### src/rtl/core/hbtb_pkg.sv
`default_nettype none

package hbtb_pkg;

   // Field and pixel geometry.
   localparam int BYTE_W     = 8;
   localparam int CH_COUNT   = 4;
   localparam int TEXEL_W    = BYTE_W * CH_COUNT;
   localparam int REQ_W      = BYTE_W + 3 * TEXEL_W;
   localparam int RSP_W      = TEXEL_W;
   localparam int CNT_W      = 3;
   localparam int CSR_IDX_W  = 3;

   // Blend factor: 16 fraction bits, one integer bit so that 1.0 fits.
   localparam int FRAC_W     = 16;
   localparam int FACT_W     = FRAC_W + 1;
   localparam int PROD_W     = BYTE_W + FRAC_W + 2;

   // Divider layout: one quotient bit in setup, the rest spread over stages.
   localparam int DIV_STEPS  = 4;
   localparam int DIV_STAGES = FRAC_W / DIV_STEPS;

   localparam logic [BYTE_W-1:0] ALPHA_OPAQUE = 8'hFF;
   localparam logic [BYTE_W-1:0] HEIGHT_MAX   = 8'hFF;
   localparam logic [CNT_W-1:0]  CNT_FULL     = 3'd4;

   // Register indexes of the configuration port.
   localparam logic [CSR_IDX_W-1:0] REG_THRESHOLD_LOW     = 3'd0;
   localparam logic [CSR_IDX_W-1:0] REG_THRESHOLD_HIGH    = 3'd1;
   localparam logic [CSR_IDX_W-1:0] REG_CHAN_COUNT_FIRST  = 3'd2;
   localparam logic [CSR_IDX_W-1:0] REG_CHAN_COUNT_SECOND = 3'd3;
   localparam logic [CSR_IDX_W-1:0] REG_CHAN_COUNT_THIRD  = 3'd4;

   // Register reset values.
   localparam logic [BYTE_W-1:0] THRESHOLD_LOW_RST  = 8'd85;
   localparam logic [BYTE_W-1:0] THRESHOLD_HIGH_RST = 8'd170;
   localparam logic [CNT_W-1:0]  CHAN_COUNT_RST     = 3'd4;

   typedef struct packed {
      logic [BYTE_W-1:0] thr_low;
      logic [BYTE_W-1:0] thr_high;
      logic [CNT_W-1:0]  cnt_first;
      logic [CNT_W-1:0]  cnt_second;
      logic [CNT_W-1:0]  cnt_third;
   } cfg_type;

   // Work item as it moves through the divider stages.
   typedef struct packed {
      logic [FACT_W-1:0]  quot;
      logic [BYTE_W-1:0]  rem;
      logic [BYTE_W-1:0]  span;
      logic               zero_span;
      logic [TEXEL_W-1:0] tex_lo;
      logic [TEXEL_W-1:0] tex_hi;
      logic               alpha_fixed;
   } div_type;

endpackage

`default_nettype wire

### src/rtl/core/hbtb_setup.sv
`default_nettype none

module hbtb_setup import hbtb_pkg::*; (
   input  wire logic               clock,
   input  wire logic               reset,
   input  wire cfg_type            cfg,
   input  wire logic               in_valid,
   output logic                    in_ready,
   input  wire logic [REQ_W-1:0]   in_data,
   output logic                    out_valid,
   input  wire logic               out_ready,
   output div_type                 out_data
);

   logic    valid_ff;
   div_type data_ff;
   div_type data_in;

   logic [BYTE_W-1:0]  height;
   logic [TEXEL_W-1:0] tex0;
   logic [TEXEL_W-1:0] tex1;
   logic [TEXEL_W-1:0] tex2;
   logic               below;
   logic               middle;
   logic [BYTE_W-1:0]  offset;
   logic [BYTE_W-1:0]  span;
   logic [CNT_W-1:0]   cnt_lo;
   logic [CNT_W-1:0]   cnt_hi;
   logic [TEXEL_W-1:0] raw_lo;
   logic [TEXEL_W-1:0] raw_hi;
   logic               top_bit;

   assign height = in_data[BYTE_W-1:0];
   assign tex0   = in_data[BYTE_W +: TEXEL_W];
   assign tex1   = in_data[BYTE_W + TEXEL_W +: TEXEL_W];
   assign tex2   = in_data[BYTE_W + 2 * TEXEL_W +: TEXEL_W];

   // Band select. The lower band reuses the blend path with both sides on
   // texture 0 and a zero factor, which gives texture 0 unchanged.
   always_comb begin
      below  = height < cfg.thr_low;
      middle = !below && (height < cfg.thr_high);
      if (below) begin
         offset = '0;
         span   = 8'd1;
         raw_lo = tex0;
         raw_hi = tex0;
         cnt_lo = cfg.cnt_first;
         cnt_hi = cfg.cnt_first;
      end else if (middle) begin
         offset = height - cfg.thr_low;
         span   = cfg.thr_high - cfg.thr_low;
         raw_lo = tex0;
         raw_hi = tex1;
         cnt_lo = cfg.cnt_first;
         cnt_hi = cfg.cnt_second;
      end else begin
         offset = height - cfg.thr_high;
         span   = HEIGHT_MAX - cfg.thr_high;
         raw_lo = tex1;
         raw_hi = tex2;
         cnt_lo = cfg.cnt_second;
         cnt_hi = cfg.cnt_third;
      end
   end

   // Channel masking, first quotient bit, and the alpha override.
   always_comb begin
      top_bit = offset >= span;
      data_in.quot        = {{(FACT_W-1){1'b0}}, top_bit};
      data_in.rem         = top_bit ? offset - span : offset;
      data_in.span        = span;
      data_in.zero_span   = below || (span == '0);
      data_in.alpha_fixed = (cnt_lo < CNT_FULL) && (cnt_hi < CNT_FULL);
      for (int ch = 0; ch < CH_COUNT; ch++) begin
         data_in.tex_lo[ch*BYTE_W +: BYTE_W] =
            (cnt_lo > CNT_W'(ch)) ? raw_lo[ch*BYTE_W +: BYTE_W] : '0;
         data_in.tex_hi[ch*BYTE_W +: BYTE_W] =
            (cnt_hi > CNT_W'(ch)) ? raw_hi[ch*BYTE_W +: BYTE_W] : '0;
      end
   end

   // Stage register; it refills whenever it is empty or drains.
   assign in_ready = !valid_ff || out_ready;

   always_ff @(posedge clock) begin
      if (reset) begin
         valid_ff <= 1'b0;
      end else if (in_ready) begin
         valid_ff <= in_valid;
      end
      if (in_valid && in_ready) begin
         data_ff <= data_in;
      end
   end

   assign out_valid = valid_ff;
   assign out_data  = data_ff;

endmodule

`default_nettype wire

### src/rtl/core/hbtb_div_stage.sv
`default_nettype none

module hbtb_div_stage import hbtb_pkg::*; (
   input  wire logic    clock,
   input  wire logic    reset,
   input  wire logic    in_valid,
   output logic         in_ready,
   input  wire div_type in_data,
   output logic         out_valid,
   input  wire logic    out_ready,
   output div_type      out_data
);

   logic    valid_ff;
   div_type data_ff;
   div_type data_in;

   logic [FACT_W-1:0] quot;
   logic [BYTE_W-1:0] rem;
   logic [BYTE_W:0]   shifted;
   logic              fits;

   // Restoring division steps. The remainder stays below the divisor, so
   // it fits in a byte and the shifted value in nine bits.
   always_comb begin
      quot    = in_data.quot;
      rem     = in_data.rem;
      shifted = '0;
      fits    = 1'b0;
      for (int i = 0; i < DIV_STEPS; i++) begin
         shifted = {rem, 1'b0};
         fits    = shifted >= {1'b0, in_data.span};
         quot    = {quot[FACT_W-2:0], fits};
         rem     = fits ? BYTE_W'(shifted - {1'b0, in_data.span}) : shifted[BYTE_W-1:0];
      end
      data_in      = in_data;
      data_in.quot = quot;
      data_in.rem  = rem;
   end

   assign in_ready = !valid_ff || out_ready;

   always_ff @(posedge clock) begin
      if (reset) begin
         valid_ff <= 1'b0;
      end else if (in_ready) begin
         valid_ff <= in_valid;
      end
      if (in_valid && in_ready) begin
         data_ff <= data_in;
      end
   end

   assign out_valid = valid_ff;
   assign out_data  = data_ff;

endmodule

`default_nettype wire

### src/rtl/core/hbtb_mix.sv
`default_nettype none

module hbtb_mix import hbtb_pkg::*; (
   input  wire logic             clock,
   input  wire logic             reset,
   input  wire logic             in_valid,
   output logic                  in_ready,
   input  wire div_type          in_data,
   output logic                  out_valid,
   input  wire logic             out_ready,
   output logic [RSP_W-1:0]      out_data
);

   // Multiply stage registers.
   logic                             mul_valid_ff;
   logic [CH_COUNT-1:0][BYTE_W-1:0]  base_ff;
   logic [CH_COUNT-1:0][PROD_W-1:0]  prod_ff;
   logic                             alpha_fixed_ff;
   logic [CH_COUNT-1:0][PROD_W-1:0]  prod_in;
   logic                             mul_ready;

   // Sum stage registers.
   logic                             sum_valid_ff;
   logic [RSP_W-1:0]                 pixel_ff;
   logic [RSP_W-1:0]                 pixel_in;

   logic [FACT_W-1:0]                factor;
   logic signed [BYTE_W:0]           diff;
   logic signed [BYTE_W+FACT_W+1:0]  prod_full;
   logic signed [PROD_W-1:0]         sum;

   // One lane per channel: (b - a) * f, so that the result is a + that / 2^16.
   always_comb begin
      factor    = in_data.zero_span ? '0 : in_data.quot;
      diff      = '0;
      prod_full = '0;
      for (int ch = 0; ch < CH_COUNT; ch++) begin
         diff = $signed({1'b0, in_data.tex_hi[ch*BYTE_W +: BYTE_W]})
              - $signed({1'b0, in_data.tex_lo[ch*BYTE_W +: BYTE_W]});
         prod_full   = diff * $signed({1'b0, factor});
         prod_in[ch] = prod_full[PROD_W-1:0];
      end
   end

   assign mul_ready = !sum_valid_ff || out_ready;
   assign in_ready  = !mul_valid_ff || mul_ready;

   always_ff @(posedge clock) begin
      if (reset) begin
         mul_valid_ff <= 1'b0;
      end else if (in_ready) begin
         mul_valid_ff <= in_valid;
      end
      if (in_valid && in_ready) begin
         prod_ff        <= prod_in;
         alpha_fixed_ff <= in_data.alpha_fixed;
         for (int ch = 0; ch < CH_COUNT; ch++) begin
            base_ff[ch] <= in_data.tex_lo[ch*BYTE_W +: BYTE_W];
         end
      end
   end

   // Add the scaled difference; the sum is never negative, so taking its
   // upper bits truncates toward zero.
   always_comb begin
      sum = '0;
      for (int ch = 0; ch < CH_COUNT; ch++) begin
         sum = $signed({2'b00, base_ff[ch], {FRAC_W{1'b0}}}) + $signed(prod_ff[ch]);
         pixel_in[ch*BYTE_W +: BYTE_W] = sum[FRAC_W +: BYTE_W];
      end
      if (alpha_fixed_ff) begin
         pixel_in[(CH_COUNT-1)*BYTE_W +: BYTE_W] = ALPHA_OPAQUE;
      end
   end

   always_ff @(posedge clock) begin
      if (reset) begin
         sum_valid_ff <= 1'b0;
      end else if (mul_ready) begin
         sum_valid_ff <= mul_valid_ff;
      end
      if (mul_valid_ff && mul_ready) begin
         pixel_ff <= pixel_in;
      end
   end

   assign out_valid = sum_valid_ff;
   assign out_data  = pixel_ff;

endmodule

`default_nettype wire

### src/rtl/core/height_band_texture_blend.sv
// Throughput: one pixel per cycle unless rsp_tready stalls the pipeline. A pixel
// passes the setup register, then the factor divider, which gives four quotient
// bits in each of four pipeline stages, then the two-stage blend (multiply, sum).
// Reset (synchronous, active high) empties every stage and restores the
// thresholds to 85 and 170 and all channel counts to 4.
`default_nettype none

module height_band_texture_blend import hbtb_pkg::*; (
   input  wire logic                 clock,
   input  wire logic                 reset,
   // Input pixel, from bit 0: height_sample[7:0], first_texel[31:0],
   // second_texel[31:0], third_texel[31:0].
   input  wire logic                 req_tvalid,
   output logic                      req_tready,
   input  wire logic [REQ_W-1:0]     req_tdata,
   // Result pixel, from bit 0: out_red, out_green, out_blue, out_alpha.
   output logic                      rsp_tvalid,
   input  wire logic                 rsp_tready,
   output logic [RSP_W-1:0]          rsp_tdata,
   // Register writes.
   input  wire logic                 csr_valid,
   output logic                      csr_ready,
   input  wire logic [CSR_IDX_W-1:0] csr_index,
   input  wire logic [BYTE_W-1:0]    csr_data
);

   cfg_type cfg_ff;

   logic    div_valid [DIV_STAGES+1];
   logic    div_ready [DIV_STAGES+1];
   div_type div_data  [DIV_STAGES+1];

   // Configuration registers; writes are always taken.
   assign csr_ready = 1'b1;

   always_ff @(posedge clock) begin
      if (reset) begin
         cfg_ff.thr_low    <= THRESHOLD_LOW_RST;
         cfg_ff.thr_high   <= THRESHOLD_HIGH_RST;
         cfg_ff.cnt_first  <= CHAN_COUNT_RST;
         cfg_ff.cnt_second <= CHAN_COUNT_RST;
         cfg_ff.cnt_third  <= CHAN_COUNT_RST;
      end else if (csr_valid && csr_ready) begin
         unique case (csr_index)
            REG_THRESHOLD_LOW:     cfg_ff.thr_low    <= csr_data;
            REG_THRESHOLD_HIGH:    cfg_ff.thr_high   <= csr_data;
            REG_CHAN_COUNT_FIRST:  cfg_ff.cnt_first  <= csr_data[CNT_W-1:0];
            REG_CHAN_COUNT_SECOND: cfg_ff.cnt_second <= csr_data[CNT_W-1:0];
            REG_CHAN_COUNT_THIRD:  cfg_ff.cnt_third  <= csr_data[CNT_W-1:0];
            default: ;
         endcase
      end
   end

   // Band select, masking and first quotient bit.
   hbtb_setup u_setup (
      .clock     (clock),
      .reset     (reset),
      .cfg       (cfg_ff),
      .in_valid  (req_tvalid),
      .in_ready  (req_tready),
      .in_data   (req_tdata),
      .out_valid (div_valid[0]),
      .out_ready (div_ready[0]),
      .out_data  (div_data[0])
   );

   // Divider pipeline for the blend factor.
   for (genvar s = 0; s < DIV_STAGES; s++) begin : g_div
      hbtb_div_stage u_div (
         .clock     (clock),
         .reset     (reset),
         .in_valid  (div_valid[s]),
         .in_ready  (div_ready[s]),
         .in_data   (div_data[s]),
         .out_valid (div_valid[s+1]),
         .out_ready (div_ready[s+1]),
         .out_data  (div_data[s+1])
      );
   end

   // Channel blend.
   hbtb_mix u_mix (
      .clock     (clock),
      .reset     (reset),
      .in_valid  (div_valid[DIV_STAGES]),
      .in_ready  (div_ready[DIV_STAGES]),
      .in_data   (div_data[DIV_STAGES]),
      .out_valid (rsp_tvalid),
      .out_ready (rsp_tready),
      .out_data  (rsp_tdata)
   );

   // A finished factor never exceeds 1.0 when the span is nonzero.
   a_factor_range: assert property (@(posedge clock) disable iff (reset)
      div_valid[DIV_STAGES] && !div_data[DIV_STAGES].zero_span |->
         div_data[DIV_STAGES].quot <= {1'b1, {FRAC_W{1'b0}}})
      else $error("blend factor above one");

   // With the output stage empty every stage upstream can take a beat.
   a_ready_when_drained: assert property (@(posedge clock) disable iff (reset)
      !rsp_tvalid |-> req_tready)
      else $error("input stalled with an empty output stage");

   // Reset empties the pipeline.
   a_reset_empties: assert property (@(posedge clock)
      reset |=> !rsp_tvalid)
      else $error("result valid right after reset");

endmodule

`default_nettype wire
### config.mk
export PLATFORM = sky130hd
export DESIGN_NAME = height_band_texture_blend
export DESIGN_NICKNAME = d
export VERILOG_FILES = /design/src/rtl/core/hbtb_pkg.sv /design/src/rtl/core/hbtb_setup.sv /design/src/rtl/core/hbtb_div_stage.sv /design/src/rtl/core/hbtb_mix.sv /design/src/rtl/core/height_band_texture_blend.sv
export SDC_FILE = /design/constraint.sdc
export NUM_CORES = 2
export LEC_CHECK = 0
export ABC_CLOCK_PERIOD_IN_PS = 9400
export BUFFER_PORTS_ARGS = -buffer_cell sky130_fd_sc_hd__buf_2
export CORE_UTILIZATION = 40
export CTS_BUF_LIST = sky130_fd_sc_hd__clkbuf_8
export DETAILED_ROUTE_END_ITERATION = 10
export PLACE_DENSITY = 0.63
export SLEW_MARGIN = 20
export SYNTH_ARGS = -nofsm -noshare
export SYNTH_HDL_FRONTEND = slang
export SYNTH_SLANG_ARGS = --single-unit
### constraint.sdc
create_clock -name clock -period 9.4 [get_ports clock]
set_input_delay 1.88 -clock clock [delete_from_list [all_inputs] [get_ports clock]]
set_output_delay 1.88 -clock clock [all_outputs]
set_load 0.01 [all_outputs]
---- Yosys cells after proc, flatten, opt, wreduce, memory -nomap -nowiden ----
Index checks and enable logic that the tools add are counted.
word-level totals
  bits of input ports ..................... 120
  output and inout bits ................... 35
  register bits ........................... 632
cells by class
  add/sub/neg operators ................... 28
  reduce and logical (&&, ||, !) cells .... 32
  multiplexer cells ....................... 29
  $mul .................................... 4
  order comparisons ....................... 29
  equal/unequal tests ..................... 4
operator list
  cell                                                  number
  2-to-1 mux 8 bit                                      20
  subtractor 8 bit                                      19
  >= comparator 9 x 8 -> 1 bit                          16
  2-to-1 mux 32 bit                                     4
  adder 24 bit                                          4
  multiplier 9 x 18 -> 24 bit                           4
  subtractor 8 x 8 -> 9 bit                             4
  2-to-1 mux 17 bit                                     1
  < comparator 8 bit                                    2
  > comparator 3 x 1 -> 1 bit (second input constant)   4
  > comparator 3 x 2 -> 1 bit (second input constant)   4
  2-to-1 mux 3 bit                                      4
  AND reduction 2 bit                                   5
  logical AND 1 bit                                     9
  >= comparator 8 bit                                   1
  zero test 1 bit                                       8
  zero test 8 bit                                       1
  logical OR 1 bit                                      8
  subtractor 8 bit (first input constant)               1
  equality test 3 x 2 -> 1 bit (second input constant)  2
  < comparator 3 bit (second input constant)            2
  equality test 3 x 1 -> 1 bit (second input constant)  1
  equality test 3 bit (second input constant)           1
  zero test 3 bit                                       1

---- Longest topological paths before layout ----
  depth after elaboration ................. 9
  depth in mapped cells ................... 38
  depth with buffers taken out ............ 36

---- Cells and area by module ----
Synthesis repeated with hierarchy kept, for this count alone.
second synthesis, totals
  cell total of the unflattened synthesis .. 4401
  area total of the unflattened synthesis .. 48268.8 µm²
by module, submodules not included
  module                     cells an instance  area each (µm²)  seq. area each (µm²)  times used
  hbtb_mix                   2308               22343.9          2952.8                1
  hbtb_div_stage             335                4770.8           2992.9                4
  hbtb_setup                 649                5769.3           2512.4                1
  height_band_texture_blend  104                1072.3           500.5                 1

---- Worst setup path before layout ----
OpenSTA, ideal clock, no wires.
  path kind ............................... in2reg
  start ................................... input rsp_tready
  end ..................................... register g_div[1].u_div.data_ff (netlist bit g_div[1].u_div.out_data[0]) (enable)
  data required time ...................... 8.721 ns
  buffers on the path ..................... 1
  arrival ................................. 9.051 ns
  slack ................................... -0.331 ns
  stages on the path ...................... 5
  setup time .............................. 0.679 ns
  cells stage by stage .................... nor2b_1 and2_1 and3_1 clkbuf_1 a21boi_0
between the ends
  longest elaborated chain between the ends .. 6
RTL lines
  element                         RTL line                         RTL
  start, declared                 height_band_texture_blend.sv:18  input wire logic rsp_tready,
  logical OR 1 bit                hbtb_mix.sv:45                   assign mul_ready = !sum_valid_ff || out_ready;
  logical OR 1 bit                hbtb_mix.sv:46                   assign in_ready = !mul_valid_ff || mul_ready;
  logical OR 1 bit (3 in series)  hbtb_div_stage.sv:41             assign in_ready = !valid_ff || out_ready;
  logical AND 1 bit               hbtb_div_stage.sv:49             if (in_valid && in_ready) begin
  end signal, assigned            hbtb_div_stage.sv:50             data_ff <= data_in;
  end, declared                   hbtb_div_stage.sv:15             div_type data_ff;
Every way passes these cells.
A chain may end at the register's enable or synchronous reset.

==> metrics.md <==
| Metric | Value |
|---|---|
| Vias in the first global route | between 30000 and 40000 |
| WL final | between 100 and 150 mm |
| Synthesized instance count | roughly 4300 |
| Clk root buf | clkbuf_8 |
| Largest net degree at the start of global routing | 66 |
| FFs w/ async S/R, synth | 0% |
| Startpoint types | flip-flop |
| Worst slew margin | 23.2% |
| WP data required | roughly 9.8 ns |
| # DRC | 0 |
| Die Y | roughly 340 um |
| PwrDens | approximately 340 nW/um^2 |
| Layout Nets | 5482 |
| Register area share after synthesis | about 36% |
| Clock tree from TritonCTS | built |
| Final HPWL DP | about 80 mm |
| Syn nets | ~5300 |
| Fin cells | between 6000 and 7000 |
| Final Hold Viols | 0 |
| P_int | a little under 10 mW |
| RR Startpoint | g_div[1].u_div.out_data[67]$_DFFE_PP_ |
| Die ar. | about 120000 sq um |
| Clock Path Buffers | 3 |
| Yosys Warn Count | 0 |
| Clock skew | between 0.05 and 0.06 ns |
| Post-CTS Setup Inserts | 0 |
| Pre-CTS WS | between 0.2 and 0.3 ns |
| Port-buffer cells | 153 |
| Hold WS | between 0.3 and 0.4 ns |
| Final setup fails | 0 |
| LEAKAGE | roughly 22 nW |
| CTS Hold Bufs | 0 |
| Final worst path period share | 94.5% |
| Final Slew Violations | 0 |
| Status | completed |
| TritonRoute pass-1 iters | 5 |
| Number of vias per cell | about 5.1 |
| Worst Setup End Kind | flip-flop |
| Min-Delay Path Class | reg2reg |
| Total power | between 15 and 20 mW |
| Most frequent cells in the layout | 616 x inv_1, 540 x nand2_1, 536 x edfxtp_1 |
| CP Max Fanout | 12 |
| Crit path DAT | slightly above 9 ns |
| CP max-delay cell | o41ai_1 |
| Fin Setup TNS | 0 ns |
| Initial DRC count | 1772 |
| Share of layout cells above drive strength 1 | 11.1% |
| Area Overhead vs Synth | 10.2% |
| Cts bufs inserted | 89 |
| Final worst setup slack | ~0.52 ns |
| Most common cell after layout, fill and taps aside | inv_1 |
| First-pass GRT wire length | approximately 170 mm |
| Switching part of the total | about 42% |
| Initial antenna violation count | 7 |
| Post-DRT Antenna Nets | 0 |
| P_sw | 7.25 mW |
| Grt ovf | 0 |
| RSZ-0062 raised after global routing | no |
| Most used DFF post-synth | edfxtp_1 |
| Total track usage | 18.3% |
| CP peak stage delay | about 0.55 ns |
| Initial Utilization | 40.3% |
| Fin crit period | slightly below 9 ns |
| Number of synthesized flops with an enable pin | 536 |
| Clk pwr share | about an eighth |
| Critical path class | reg2reg |
| Hold Crit Start | g_div[2].u_div.out_data[90]$_DFFE_PP_ |
| Slew @ Worst Pin | 1.15 ns |
| Fmax | 0.113 GHz |
| Chip width | roughly 340 um |
| Worst Setup SP | g_div[1].u_div.out_data[67]$_DFFE_PP_ |
| Row cnt | between 100 and 150 |
| Avg WL per Cell | between 15 and 20 um |
| Combinational Power Share | 66.2% |
| FF+latch count, synth | between 500 and 600 |
| Routability cong. | ~0.89 |
| H-tree Lvls | 3 |
| Clock sinks | about 570 |
| Reg power frac | about a fifth |
| Core ar. | 114000 sq um |
| Vias after detailed routing | around 31000 |
| Yosys cell types | 98 |
| Most frequent CP cell | ha_1 |
| MaxCap Viol Count | 0 |
| CTS clk-pin slew, worst paths | around 0.06 ns |
| Peak VDD IR | roughly 0.43 mV |
| Ports | between 150 and 200 |
| Cell count after placement | between 5000 and 6000 |
| Syn avg cell area | 10.6 sq um |
| Worst-Skew Late Latency | 0.73 ns |
| Cell area after synthesis | roughly 46000 sq um |
## kinds of logic (layout without fill, tap and decap cells)
family                     after synthesis  in the layout  synth area share, %
and+or+nand+nor                       1369           1369                 13.5
adders and majority gates              847            847                 30.2
buffers and inverters                  748            990                 6.19
DFF                                    568            568                 36.4
AOI/OAI and AO/OA                      548            548                 8.19
xor gates and xnor gates               191            191                 3.64
muxes                                   77             77                 1.88
other                                    1              2              0.00816
## registers in the layout (all words and copies together), names as in the netlist
name and count:
g_div.u_div.out_data 356, u_setup.out_data 83, u_mix.base_ff 32, u_mix.out_data 32, u_mix.prod_ff 32, cfg_ff 25
g_div.u_div.out_valid 4, u_mix.alpha_fixed_ff 1, u_mix.mul_valid_ff 1, u_mix.out_valid 1, u_setup.out_valid 1
## cells in the mapped netlist (38+ instances only)
| master | instances | area, sq um |
|---|---|---|
| or2_2 | 43 | 269 |
| edfxtp_1 | 536 | 16100 |
| o21ai_0 | 92 | 460 |
| nand2_1 | 541 | 2030 |
| nor2b_1 | 54 | 338 |
| xnor2_1 | 134 | 1170 |
| xor2_1 | 57 | 499 |
| inv_1 | 591 | 2220 |
| and2_1 | 40 | 250 |
| ha_1 | 411 | 5140 |
| o21a_1 | 38 | 285 |
| nor3_1 | 61 | 305 |
| nand3_1 | 38 | 190 |
| a21o_1 | 46 | 345 |
| mux2_2 | 44 | 495 |
| nor2_1 | 390 | 1460 |
| nand2b_1 | 115 | 719 |
| fa_1 | 436 | 8730 |
| a21oi_1 | 159 | 796 |
| clkbuf_1 | 130 | 488 |
## stage by stage
step                instance area [sq um]  utilization (%)
floorplan                           46000                -
global placement                    48700             42.7
detailed placement                  48700             42.7
CTS                                 50700             44.4
global route                        50700             44.4
finish                              50700             44.4
## area by class of cell
class	count	area, sq um
Antenna cell	1	2.50
Clock buffer	99	1360
Clock inverter	68	566
Fill cell	10896	63500
Inverter	595	2240
Multi-Input combinational cell	3033	26500
Sequential cell	568	16700
Tap cell	1512	1890
Timing Repair Buffer	228	1330
## final timing paths
check / endpoint / slack, ns / cells past startpoint
setup reg to reg: g_div[2].u_div.out_data[77]$_DFFE_PP_ / 0.52 / 30
hold reg to reg: g_div[3].u_div.out_data[94]$_DFFE_PP_ / 0.39 / 0
setup / recovery: g_div[2].u_div.out_data[77]$_DFFE_PP_ / 0.52 / 30
hold / removal: g_div[3].u_div.out_data[94]$_DFFE_PP_ / 0.39 / 0
## power by group through the flow
stage | clock network, mW | logic, mW | registers, mW
2_1_floorplan | 0 | 9.13 | 3.55
3_3_place_gp | 0 | 11.1 | 3.59
3_5_place_dp | 0 | 11.1 | 3.60
4_1_cts | 2.30 | 11.2 | 3.54
5_1_grt | 2.39 | 12.6 | 3.56
6_report | 2.22 | 11.3 | 3.54
## layer usage
metal  global-route usage, %  vias up  wire length [um]
li1                        -    14826                 -
met1                    24.6    15438             47300
met2                    30.7      742             49500
met3                    2.29      164              5370
met4                    6.18        0              2920
met5                       0        -                 0
## what timing repair did
item / 4_1_cts / 5_1_grt
endpoints found under the hold margin: 0 / 0
endpoints found under the setup margin: 0 / 12
resized for setup: 0 / 3
## worst max-delay path: cells and delay by family, from the launching register on
kind                       cells  cell delay, ns
adders and majority gates      4            1.26
and+or+nand+nor                8            2.11
muxes                          4            1.46
AOI/OAI and AO/OA             12            3.01
buffers and inverters          2            0.34
DFF                            1            0.42
Note: power is estimated with default switching activity, not from simulation.
